===== src/rtl/core/bq_pkg.sv =====
`timescale 1ns / 1ps
// ----------------------------------------------------------------------------
// bq_pkg: shared constants, types and helpers for the binomial quantile unit
// Fixed-point widths, register indexes, state encoding and the table of
// inverses of odd divisors used for the exact binomial coefficient update.
// ----------------------------------------------------------------------------
package bq_pkg;

	localparam int unsigned MAX_TRIALS_I = 32;
	localparam logic [5:0] MAX_TRIALS = 6'd32;

	localparam int unsigned FIX_W = 33;          // Q32 value, 1.0 included
	localparam int unsigned PROD_W = 2 * FIX_W;  // full product of two operands
	localparam int unsigned SUM_W = 38;          // up to 33 terms of at most 1.0
	localparam int unsigned COEF_W = 30;         // C(32,16) < 2^30

	localparam logic [FIX_W-1:0] FIX_ONE = 33'h1_0000_0000;
	localparam logic [16:0] Q_ONE = 17'd65536;

	// configuration register indexes
	localparam logic [1:0] REG_N_TRIALS = 2'd0;
	localparam logic [1:0] REG_SUCCESS_PROB = 2'd1;

	typedef enum logic [7:0] {
		ST_IDLE = 8'b0000_0001,
		ST_PRE  = 8'b0000_0010,
		ST_LOAD = 8'b0000_0100,
		ST_PROD = 8'b0000_1000,
		ST_TERM = 8'b0001_0000,
		ST_ACC  = 8'b0010_0000,
		ST_CMUL = 8'b0100_0000,
		ST_CDIV = 8'b1000_0000
	} state_t;

	typedef logic [31:0] inv_tbl_t [16];

	// inverse of an odd number mod 2^32 by Newton steps (elaboration only)
	function automatic logic [31:0] inv_odd(input logic [31:0] d);
		logic [31:0] x;
		x = d;
		for (int i = 0; i < 5; i++) begin
			x = x * (32'd2 - d * x);
		end
		return x;
	endfunction

	function automatic inv_tbl_t build_inv_tbl();
		inv_tbl_t t;
		for (int i = 0; i < 16; i++) begin
			t[i] = inv_odd(32'(2 * i + 1));
		end
		return t;
	endfunction

	// entry i holds the inverse of 2*i+1
	localparam inv_tbl_t INV_TBL = build_inv_tbl();

	// number of trailing zeros of a nonzero divisor in 1..32
	function automatic logic [2:0] trail_zeros(input logic [5:0] y);
		logic [2:0] t;
		t = 3'd5;
		for (int i = 4; i >= 0; i--) begin
			if (y[i]) begin
				t = 3'(i);
			end
		end
		return t;
	endfunction

endpackage


===== src/rtl/core/binomial_quantile_unit.sv =====
`timescale 1ns / 1ps
// ----------------------------------------------------------------------------
// binomial_quantile_unit: inverse binomial CDF by running summation
// Returns the smallest count x in 0..n whose binomial(n, p) cumulative
// probability reaches the requested level, or n when none does.
// ----------------------------------------------------------------------------
// Usage:
//   Config: write n_trials (index 0) and success_prob (index 1, Q1.16) on the
//   cfg_valid/cfg_ready channel while the unit is idle. cfg_ready is always
//   high; indexes past the list are dropped. Reset gives n = 1, p = 0.5.
//   Request: a beat is taken when start is high and busy is low; target_prob
//   is the level in Q1.16. busy stays high until the answer is out.
//   Answer: done pulses for one cycle with quantile valid. There is no
//   backpressure on this side; the receiver must take the beat.
// Operation:
//   One 33x33 multiplier is shared by everything under a small sequencer.
//   First it builds (1-p)^k, k = 0..n, into a small table (one multiply
//   per power). Then each count x costs five multiplies: (p^x)*(1-p)^(n-x),
//   C(n,x) times that, p^(x+1), and the coefficient update C*(n-x) followed
//   by an exact divide by x+1 done as a multiply by the odd inverse.
//   The next request may start in the cycle done is high. Reset clears the
//   sequencer; no clearing pass is needed.
// ----------------------------------------------------------------------------
module binomial_quantile_unit (
	input  logic        clk,
	input  logic        arst_n,
	// request
	input  logic        start,
	output logic        busy,
	input  logic [16:0] target_prob,
	// answer
	output logic        done,
	output logic [5:0]  quantile,
	// configuration
	input  logic        cfg_valid,
	output logic        cfg_ready,
	input  logic [1:0]  cfg_index,
	input  logic [16:0] cfg_data
);

	localparam int unsigned FW = bq_pkg::FIX_W;
	localparam int unsigned PW = bq_pkg::PROD_W;
	localparam int unsigned SW = bq_pkg::SUM_W;
	localparam int unsigned CW = bq_pkg::COEF_W;

	// config registers
	logic [5:0]  n_trials_q;
	logic [16:0] success_prob_q;

	// sequencer
	bq_pkg::state_t state_q;
	bq_pkg::state_t state_d;
	logic [5:0]     cnt_q;          // power index while filling, then x
	logic           done_q;
	logic [5:0]     quantile_q;

	// datapath
	logic [PW-1:0] mul_q;           // shared multiplier output
	logic [FW-1:0] mul_a;
	logic [FW-1:0] mul_b;
	logic [FW-1:0] px_q;            // p^x
	logic [CW-1:0] c_q;             // C(n,x)
	logic [SW-1:0] sum_q;
	logic [FW-1:0] target_q;
	logic [FW-1:0] rd_q;            // (1-p)^(n-x) from the table

	// (1-p)^k table
	logic [FW-1:0] pcp_mem [0:bq_pkg::MAX_TRIALS_I];
	logic          wr_en;
	logic [5:0]    wr_addr;
	logic [FW-1:0] wr_data;
	logic          rd_en;
	logic [5:0]    rd_addr;

	logic [5:0]    n_sat;
	logic [16:0]   p16_sat;
	logic [16:0]   q16_sat;
	logic [FW-1:0] p_fix;
	logic [FW-1:0] pc_fix;
	logic [FW-1:0] fix_hi;
	logic [FW-1:0] term;
	logic [SW-1:0] sum_new;
	logic          finish;
	logic          accept;

	// exact divide by x+1: shift out the power of two, multiply by odd inverse
	logic [5:0]  div_y;
	logic [2:0]  div_sh;
	logic [5:0]  div_odd;
	logic [34:0] div_shifted;

	assign cfg_ready = 1'b1;
	assign busy      = (state_q != bq_pkg::ST_IDLE);
	assign accept    = start && !busy;
	assign done      = done_q;
	assign quantile  = quantile_q;

	assign n_sat   = (n_trials_q > bq_pkg::MAX_TRIALS) ? bq_pkg::MAX_TRIALS : n_trials_q;
	assign p16_sat = (success_prob_q > bq_pkg::Q_ONE) ? bq_pkg::Q_ONE : success_prob_q;
	assign q16_sat = (target_prob > bq_pkg::Q_ONE) ? bq_pkg::Q_ONE : target_prob;
	assign p_fix   = {p16_sat, 16'b0};
	assign pc_fix  = bq_pkg::FIX_ONE - p_fix;

	// Q32 product; an operand of exactly 1.0 passes the other through
	assign fix_hi = mul_q[64:32];

	assign term    = (mul_q > {33'b0, bq_pkg::FIX_ONE}) ? bq_pkg::FIX_ONE : mul_q[FW-1:0];
	assign sum_new = sum_q + {5'b0, term};
	assign finish  = (sum_new >= {5'b0, target_q}) || (cnt_q == n_sat);

	assign div_y       = cnt_q + 6'd1;
	assign div_sh      = bq_pkg::trail_zeros(div_y);
	assign div_odd     = div_y >> div_sh;
	assign div_shifted = mul_q[34:0] >> div_sh;

	// operand select for the shared multiplier
	always_comb begin
		mul_a = '0;
		mul_b = '0;
		case (state_q)
			bq_pkg::ST_IDLE: begin
				mul_a = bq_pkg::FIX_ONE;
				mul_b = pc_fix;
			end
			bq_pkg::ST_PRE: begin
				mul_a = fix_hi;
				mul_b = pc_fix;
			end
			bq_pkg::ST_PROD: begin
				mul_a = px_q;
				mul_b = rd_q;
			end
			bq_pkg::ST_TERM: begin
				mul_a = {3'b0, c_q};
				mul_b = fix_hi;
			end
			bq_pkg::ST_ACC: begin
				mul_a = px_q;
				mul_b = p_fix;
			end
			bq_pkg::ST_CMUL: begin
				mul_a = {3'b0, c_q};
				mul_b = {27'b0, n_sat - cnt_q};
			end
			bq_pkg::ST_CDIV: begin
				mul_a = {1'b0, div_shifted[31:0]};
				mul_b = {1'b0, bq_pkg::INV_TBL[div_odd[4:1]]};
			end
			default: begin
				mul_a = '0;
				mul_b = '0;
			end
		endcase
	end

	// table ports
	always_comb begin
		wr_en   = 1'b0;
		wr_addr = cnt_q;
		wr_data = fix_hi;
		rd_en   = 1'b0;
		rd_addr = n_sat;
		case (state_q)
			bq_pkg::ST_IDLE: begin
				wr_en   = accept;
				wr_addr = '0;
				wr_data = bq_pkg::FIX_ONE;
			end
			bq_pkg::ST_PRE: begin
				wr_en = 1'b1;
			end
			bq_pkg::ST_LOAD: begin
				rd_en = 1'b1;
			end
			bq_pkg::ST_ACC: begin
				rd_en   = !finish;
				rd_addr = n_sat - cnt_q - 6'd1;
			end
			default: begin
				wr_en = 1'b0;
				rd_en = 1'b0;
			end
		endcase
	end

	// next state
	always_comb begin
		state_d = state_q;
		case (state_q)
			bq_pkg::ST_IDLE: begin
				if (accept) begin
					state_d = (n_sat == '0) ? bq_pkg::ST_LOAD : bq_pkg::ST_PRE;
				end
			end
			bq_pkg::ST_PRE: begin
				if (cnt_q == n_sat) begin
					state_d = bq_pkg::ST_LOAD;
				end
			end
			bq_pkg::ST_LOAD: state_d = bq_pkg::ST_PROD;
			bq_pkg::ST_PROD: state_d = bq_pkg::ST_TERM;
			bq_pkg::ST_TERM: state_d = bq_pkg::ST_ACC;
			bq_pkg::ST_ACC:  state_d = finish ? bq_pkg::ST_IDLE : bq_pkg::ST_CMUL;
			bq_pkg::ST_CMUL: state_d = bq_pkg::ST_CDIV;
			bq_pkg::ST_CDIV: state_d = bq_pkg::ST_PROD;
			default:         state_d = bq_pkg::ST_IDLE;
		endcase
	end

	// control registers
	always_ff @(posedge clk or negedge arst_n) begin
		if (!arst_n) begin
			state_q        <= bq_pkg::ST_IDLE;
			cnt_q          <= '0;
			done_q         <= 1'b0;
			n_trials_q     <= 6'd1;
			success_prob_q <= 17'd32768;
		end else begin
			state_q <= state_d;
			done_q  <= (state_q == bq_pkg::ST_ACC) && finish;
			if (cfg_valid && cfg_ready) begin
				case (cfg_index)
					bq_pkg::REG_N_TRIALS:     n_trials_q <= cfg_data[5:0];
					bq_pkg::REG_SUCCESS_PROB: success_prob_q <= cfg_data;
					default:                  ;
				endcase
			end
			case (state_q)
				bq_pkg::ST_IDLE: if (accept) cnt_q <= 6'd1;
				bq_pkg::ST_PRE:  if (cnt_q != n_sat) cnt_q <= cnt_q + 6'd1;
				bq_pkg::ST_LOAD: cnt_q <= '0;
				bq_pkg::ST_CDIV: cnt_q <= cnt_q + 6'd1;
				default:         ;
			endcase
		end
	end

	// datapath registers
	always_ff @(posedge clk) begin
		mul_q <= {33'b0, mul_a} * {33'b0, mul_b};
		case (state_q)
			bq_pkg::ST_IDLE: begin
				if (accept) begin
					sum_q    <= '0;
					px_q     <= bq_pkg::FIX_ONE;
					c_q      <= CW'(1);
					target_q <= {q16_sat, 16'b0};
				end
			end
			bq_pkg::ST_PROD: begin
				// coefficient from the previous divide step
				if (cnt_q != '0) c_q <= mul_q[CW-1:0];
			end
			bq_pkg::ST_ACC: begin
				sum_q <= sum_new;
				if (finish) quantile_q <= cnt_q;
			end
			bq_pkg::ST_CMUL: px_q <= fix_hi;
			default: ;
		endcase
	end

	// power table
	always_ff @(posedge clk) begin
		if (wr_en) pcp_mem[wr_addr] <= wr_data;
		if (rd_en) rd_q <= pcp_mem[rd_addr];
	end

	// checks
	a_done_pulse: assert property (@(posedge clk) disable iff (!arst_n)
		done |=> !done) else $error("done held more than one cycle");

	a_accept_busy: assert property (@(posedge clk) disable iff (!arst_n)
		(start && !busy) |=> busy) else $error("request taken without going busy");

	a_answer_range: assert property (@(posedge clk) disable iff (!arst_n)
		done |-> (quantile <= n_sat)) else $error("answer beyond trial count");

	a_walk_range: assert property (@(posedge clk) disable iff (!arst_n)
		(state_q == bq_pkg::ST_PROD) |-> (cnt_q <= n_sat))
		else $error("walk ran past n");

	a_coef_nonzero: assert property (@(posedge clk) disable iff (!arst_n)
		(state_q == bq_pkg::ST_TERM) |-> (c_q != '0))
		else $error("binomial coefficient lost");

endmodule

===== config.mk =====
export PLATFORM = sky130hd
export DESIGN_NAME = binomial_quantile_unit
export DESIGN_NICKNAME = d
export VERILOG_FILES = /design/src/rtl/core/bq_pkg.sv /design/src/rtl/core/binomial_quantile_unit.sv
export SDC_FILE = /design/constraint.sdc
export NUM_CORES = 2
export LEC_CHECK = 0
export BUFFER_PORTS_ARGS = -buffer_cell sky130_fd_sc_hd__buf_2
export CAP_MARGIN = 20
export CORE_ASPECT_RATIO = 1.75
export CORE_UTILIZATION = 40
export CTS_BUF_LIST = sky130_fd_sc_hd__clkbuf_8 sky130_fd_sc_hd__clkbuf_16
export CTS_CLUSTER_DIAMETER = 60
export DETAILED_ROUTE_END_ITERATION = 10
export GPL_TIMING_DRIVEN = 0
export PLACE_DENSITY = 0.55
export SLEW_MARGIN = 5
export SYNTH_ARGS = -nofsm -noshare
export SYNTH_HDL_FRONTEND = slang
export SYNTH_SLANG_ARGS = --single-unit

===== constraint.sdc =====
create_clock -name clk -period 13.2 [get_ports clk]
set_input_delay 0.66 -clock clk [delete_from_list [all_inputs] [get_ports clk]]
set_output_delay 0.66 -clock clk [all_outputs]
set_load 0.03 [all_outputs]

Word level (Yosys, flattened, before mapping)
Memory sizes are Yosys's and may differ from the RTL's. A register that Yosys moved wholly into a read port is not among the register bits.
Index checks and enable logic that the tools add are counted.
{ "totals": {"register_bits": 228, "ram_bits": 1089, "romBits": 512, "input_bits": 40, "out_inout_bits": 9, "word_cells": 103, "memories": 2} }
{ "classes": {"addsub": 5, "multipliers": 1, "magnitude_cmp": 6, "n_eq_ne": 16, "shifts": 2, "muxes": 34, "n_bitwise": 1, "reduce_logical": 25} }
{ "mem_list": {"columns": ["name", "words", "width", "rd", "rd_clocked_by_memory_dff", "write_ports", "line_no", "rtl"], "rows": [
  ["pcp_mem", 33, 33, 1, 1, 1, "binomial_quantile_unit.sv:68", "logic [FW-1:0] pcp_mem [0:bq_pkg::MAX_TRIALS_I];"],
  ["(name not given)", 16, 32, 1, 0, 0, "binomial_quantile_unit.sv:147", "mul_b = {1'b0, bq_pkg::INV_TBL[div_odd[4:1]]};"]
]} }
{ "ops": {"columns": ["cell", "count"], "rows": [
  ["case mux 33 bit (6 select lines)", 1],
  ["case mux 33 bit (5 select lines)", 1],
  ["two-way mux 33 bit", 3],
  ["case mux 38 bit (2 select lines)", 1],
  ["> comparator 66 x 33 -> 1 bit (second input constant)", 1],
  ["multiplier 33 x 33 -> 66 bit", 1],
  ["case mux 33 bit (2 select lines)", 1],
  ["two-way mux 32 bit", 2],
  ["two-way mux 30 bit", 2],
  ["case mux 30 bit (2 select lines)", 1],
  ["case mux 8 bit (7 select lines)", 1],
  ["adder 38 x 33 -> 38 bit", 1],
  ["greater-or-equal comparator 38 x 33 -> 1 bit", 1],
  ["two-way mux 38 bit", 1],
  [">> shifter 35 x 3 -> 32 bit", 1],
  ["> comparator 17 bit (second input constant)", 2],
  ["subtractor 33 bit (first input constant)", 1],
  ["two-way mux 6 bit", 5],
  ["case mux 6 bit (4 select lines)", 1],
  ["two-way mux 17 bit", 1],
  ["two-way mux 8 bit", 2],
  ["two-way mux 3 bit", 5],
  ["AND reduction 2 bit", 7],
  ["== test 8 x 1 -> 1 bit (second input constant)", 1],
  ["other kinds (32)", 46]
]} }

Logic depth before layout (Yosys ltp)
{ "depth": {"word_depth": 13, "mapped_depth": 47, "depth_no_buf": 42} }

Worst setup path after synthesis
OpenSTA, ideal clock, no wires.
{ "synth_timing": {"path_type": "register to register", "startpoint": "register success_prob_q[0]", "endpoint": "register mul_q[63]", "setup_time_ns": 0.125, "arrival_ns": 10.983, "t_required_ns": 13.075, "path_slack_ns": 2.092, "path_stages_with_launch": 44, "n_path_buf": 4, "synth_period_minus_slack_ns": 11.108, "path_cell_list": "dfrtp_1 > nor4_2 > nand3_1 > or3_1 > or3_4 > or4b_4 > o21ai_4 > buf_6 > nand2_1 > ha_1 > o21a_1 > o21a_1 > o21a_1 > or2_2 > a21boi_0 > a31oi_1 > a221oi_1 > nand2b_1 > (+8 left out) > fa_1 > fa_1 > fa_1 > inv_1 > fa_1 > inv_1 > ha_1 > clkbuf_1 > nand3_1 > nor3_1 > nand2_1 > o32a_1 > a41o_1 > o41ai_1 > a31oi_1 > o21ai_0 > a221oi_1 > xnor2_1"} }
{ "synth_between": {"elab_chain_len": 5} }
{ "synth_rtl": {"columns": ["item", "line_no", "rtl"], "rows": [
  ["from (decl)", "binomial_quantile_unit.sv:48", "logic [16:0] success_prob_q;"],
  ["from (signal assigned)", "binomial_quantile_unit.sv:224", "bq_pkg::REG_SUCCESS_PROB: success_prob_q <= cfg_data;"],
  ["> comparator 17 bit", "binomial_quantile_unit.sv:99", "assign p16_sat = (success_prob_q > bq_pkg::Q_ONE) ? bq_pkg::Q_ONE : success_prob_q;"],
  ["two-way mux 17 bit (*)", "binomial_quantile_unit.sv:99", null],
  ["subtractor 33 bit", "binomial_quantile_unit.sv:102", "assign pc_fix = bq_pkg::FIX_ONE - p_fix;"],
  ["case mux 33 bit (6 select lines) (*)", "binomial_quantile_unit.sv:120", "case (state_q)"],
  ["multiplier 33 x 33 -> 66 bit (*)", "binomial_quantile_unit.sv:240", "mul_q <= {33'b0, mul_a} * {33'b0, mul_b};"],
  ["to (signal assigned)", "binomial_quantile_unit.sv:240", null],
  ["to (decl)", "binomial_quantile_unit.sv:58", "logic [PW-1:0] mul_q;"]
]} }
Every way passes the cells marked *; elsewhere a longest branch is shown, timed or not.
A chain may end at the register's enable or synchronous reset.

Worst setup path after layout
{ "layout_timing": {"startpoint": "register cnt_q[1]", "endpoint": "register mul_q[64]"} }
{ "layout_between": {"elab_chain_len": 13, "elab_cells_between_ends": 16, "classes_between": "2 x add/sub; 1 x mul; 2 x shift; 9 x mux; 1 x bitwise; 1 x memory"} }
{ "layout_rtl": {"columns": ["item", "line_no", "rtl"], "rows": [
  ["from (decl)", "binomial_quantile_unit.sv:53", "logic [5:0] cnt_q;"],
  ["from (signal assigned)", "binomial_quantile_unit.sv:230", "bq_pkg::ST_PRE: if (cnt_q != n_sat) cnt_q <= cnt_q + 6'd1;"],
  ["from (signal assigned)", "binomial_quantile_unit.sv:232", "bq_pkg::ST_CDIV: cnt_q <= cnt_q + 6'd1;"],
  ["adder 6 x 1 -> 6 bit", "binomial_quantile_unit.sv:111", "assign div_y = cnt_q + 6'd1;"],
  ["two-way mux 1 bit", "bq_pkg.sv:63", "if (y[i]) begin"],
  ["two-way mux 3 bit (4 in series)", "bq_pkg.sv:63", null],
  [">> shifter 6 x 3 -> 5 bit", "binomial_quantile_unit.sv:113", "assign div_odd = div_y >> div_sh;"],
  ["NOT 4 -> 5 bit (not written as such)", "binomial_quantile_unit.sv:147", null],
  ["memory (16 x 32 bit)", null, null],
  ["two-way mux 32 bit (not written as such) (2 in series)", "binomial_quantile_unit.sv:147", null],
  ["case mux 33 bit (6 select lines)", "binomial_quantile_unit.sv:120", null],
  ["multiplier 33 x 33 -> 66 bit (*)", "binomial_quantile_unit.sv:240", null]
]} }
Every way passes the cells marked *; elsewhere a longest branch is shown, timed or not. The select of a mux whose other input is x is not followed.

==> impl_metrics.py <==
metrics = {
    "detailed_routing": {
        "wl_met1_um": 114000,
        "num_vias": 66503,
        "detail_route.wl_per_cell_um": 31.8,
        "vias_per_cell": 5.65,
        "wl_um": 375000,
        "drc": 0,
        "firstDrtPassIters": 8,
        "drt_iter0_drc": 5829,
        "maxUsedRoutingLayer": "met5",
        "ant_nets": 0,
        "wl_met3_um": 19500,
        "met2_length_um": 195000,
    },
    "min_path": {
        "hold_class": "in -> reg",
        "hold_depth": 2,
        "worstHoldEndpoint": "success_prob_q[2]",
        "hp-start": "cfg_data[2]",
    },
    "clock_network": {
        "htreeDepth": 3,
        "path_clk_slew_ps": 70,
        "root_buffer": "clkbuf_16",
        "cts_tree": "built",
        "clock_path_buffers": 3,
        "clock_latency_ps": 750,
        "cts_buffers": 119,
        "cts.sinks": 1350,
    },
    "pwr": {
        "ir_drop_v": 0.000154,
        "p_per_area_mw_per_mm2": 133,
        "p_leak_nw": 42.5,
    },
    "place": {
        "hpwl_um": 305000,
        "place_ws_ps": -1560,
        "gp_congestion": 1.05,
        "post_dp_cell_area_mm2": 0.0997,
        "io_buffers": 47,
    },
    "worst_setup_path": {
        "r2r_cells": 35,
        "r2r_end": "mul_q[64]",
        "r2r_slack_ps": 60,
        "cpPeakStageDelay_ps": 760,
        "critPathLaunch": "cnt_q[1]",
        "startpoint_type": "register",
        "crit_slowest_cell": "clkbuf_1",
        "cp_data_required_time_ps": 13860,
        "cp_max_fo": 10,
        "crit_top_cell": "fa_1",
        "worstReg2RegStart": "cnt_q[1]",
        "worstPathArrival_ps": 13800,
        "crit_path_end_kind": "register",
        "path_class": "reg -> reg",
    },
    "synth": {
        "synth-adder-area-share_pct": 25.2,
        "netlist-cell-type-count": 88,
        "synth_top_family_by_area": "adder cells",
        "synthTopCellsByArea": "edfxtp_1 (40%), fa_1 (21%), nand2_1 (5.1%)",
        "ys_seq_elements": 1350,
        "yosys_most_used_dff": "edfxtp_1",
        "synthSimpleGateAreaFrac_pct": 12.1,
        "synth_mux_area_share_pct": 5.27,
        "syn_area_per_cell_um2": 11.2,
        "synth_edf_count": 1246,
        "syn_nets": 9626,
        "synth-xor-area-share_pct": 1.10,
        "synth_compound_area_share_pct": 6.75,
        "yosys_warnings": 0,
        "syn-cell-area_mm2": 0.0927,
        "yosysTopAreaCell": "edfxtp_1",
        "netlist_instances": 8294,
        "ys_seq_area_share_pct": 42.8,
        "ys_async_sr_fraction_pct": 2.81,
        "netlist.area_leader.share_pct": 40.4,
    },
    "global_routing": {
        "grt-ovfl-total": 0,
        "grt_max_degree": 39,
        "track_usage_pct": 32.1,
        "antenna_found_initial": 20,
        "grt_pass1_wl_um": 523000,
        "grt_pass1_vias": 70773,
    },
    "floorplanning": {
        "dieArea_mm2": 0.234,
        "die_h_um": 639,
        "start_util_pct": 40.3,
        "chipWidth_um": 366,
        "core_area_mm2": 0.230,
        "num_rows": 233,
        "io_pins": 49,
    },
    "sta": {
        "rsz0062_at_grt": "yes",
        "fin_ws_ps": 55.4,
        "worst-slew-pin-transition_ps": 1270,
        "post-route-period-util_pct": 99.6,
        "maxSlewHeadroom_pct": 15.1,
        "hold_viol_final": 0,
        "fin_skew_ps": 46.0,
        "drv_slew": 0,
        "setup_viol_count_final": 0,
        "period_minus_slack_ps": 13140,
        "max_freq_mhz": 76.1,
    },
    "layout": {
        "fillCellCount": 21667,
        "drive_above_1_share_pct": 8.85,
        "syn2layout_area_growth_pct": 12.3,
        "fin_nets": 9937,
        "final_area_mm2": 0.104,
    },
    "outcome": {
        "outcome": "finished clean",
    },
    "run": {
        "drv_cap": 0,
    },
}
==> final cells by class <==
type | count | area, um^2 | share of cell area (%)
multi-input combinational | 5319 | 47700 | 45.8
sequential | 1350 | 39700 | 38.1
inverter | 1153 | 4330 | 4.16
tap | 3055 | 3820 | 3.67
clock buffer | 123 | 3070 | 2.95
timing repair buffer | 214 | 2840 | 2.73
buffer | 448 | 1880 | 1.81
clock inverter | 100 | 792 | 0.761
antenna | 15 | 37.5 | 0.0360
==> worst max-delay path, delay by kind of cell (launching register included) <==
family                     cells  cell delay [ps]
xor gates and xnor gates       1              190
buffers and inverters         11             3330
muxes                          1              160
DFF                            1              480
adders and majority gates     10             4760
and+or+nand+nor                1              160
AOI/OAI and AO/OA             11             3890
==> timing repair <==
| item | in CTS | in global routing |
|---|---|---|
| hold endpoints to repair | 0 | 14 |
| pin swaps | 1 | 1 |
| endpoints found under the setup margin | 26 | 13 |
| gates resized for setup | 78 | 37 |
| hold buffers | 0 | 1 |
| buffers inserted | 2 | 2 |
==> cell usage after synthesis (34+ instances only) <==
master,instances
nand3_1,170
nor3_1,34
dfrtp_1,35
a311oi_1,138
nand2_1,1261
and3_1,89
xnor2_1,68
nor2b_1,41
mux2i_1,302
fa_1,960
and2_1,175
buf_1,35
nor2_1,699
mux4_2,70
inv_1,1150
a21oi_1,235
edfxtp_1,1246
buf_2,62
xor2_1,48
dfxtp_1,66
ha_1,332
a21o_1,67
clkbuf_1,367
o21ai_0,119
a211oi_1,85
a22o_1,34
==> worst max-delay path by stage <==
stage                            to  slack, ps  depth (start not counted)
after floorplan           mul_q[63]       2090                         43
after global placement    mul_q[64]      -5680                         34
after detailed placement  mul_q[63]      -1560                         42
after CTS                 mul_q[64]          7                         38
after global routing      mul_q[64]       -120                         42
final                     mul_q[64]         60                         35
==> kinds of logic after synthesis <==
group	after synthesis
buffers and inverters	1625
AND/OR/NAND/NOR	2614
flip-flops	1350
XOR/XNOR	116
other	1
adder cells (fa/ha/maj)	1292
AO/OA/AOI/OAI	899
multiplexers	397
==> sequential cells by signal, summed over array words and instances (netlist names) <==
name            count
c_q                30
cnt_q               6
done                1
mul_q              66
n_trials_q          6
pcp_mem          1089
px_q               33
quantile            6
rd_q               33
state_q             8
success_prob_q     17
sum_q              38
target_q           17
==> layer usage <==
layer,up-vias,global-route usage [%]
met2,2972,58.3
met4,12,32.5
met5,-,0
met3,1264,4.32
met1,33975,30.2
li1,28280,-
==> power breakdown <==
part	total, mW	switching [mW]	leakage, nW	internal, mW
clock	3.53	1.65	1.98	1.88
combinational	4.85	3.51	27.9	1.34
sequential	5.42	0.289	12.6	5.13
==> metrics by stage <==
stage	TNS (ps)	power, mW	std cells	util [%]	hold WS [ps]
finish	0	13.8	11777	45.2	159
global route	-120	14.2	11764	45.2	165
CTS	0	13.7	11752	45.1	98.8
detailed placement	-19580	10.2	11548	43.3	429
global placement	-123060	9.96	11396	42.0	425
floorplan	0	7.76	8294	-	364
==> cell usage in the layout (no fill, tap or decap), drive strengths merged, types with 70 or more instances in the layout <==
| master | count |
|---|---|
| nand2 | 1261 |
| edfxtp | 1246 |
| inv | 1181 |
| fa | 960 |
| nor2 | 699 |
| clkbuf | 467 |
| ha | 332 |
| buf | 313 |
| mux2i | 302 |
| a21oi | 236 |
| and2 | 176 |
| nand3 | 170 |
| a311oi | 138 |
| o21ai | 125 |
| and3 | 90 |
| a211oi | 85 |
| mux4 | 70 |
Power figures use the tool's default switching activity.
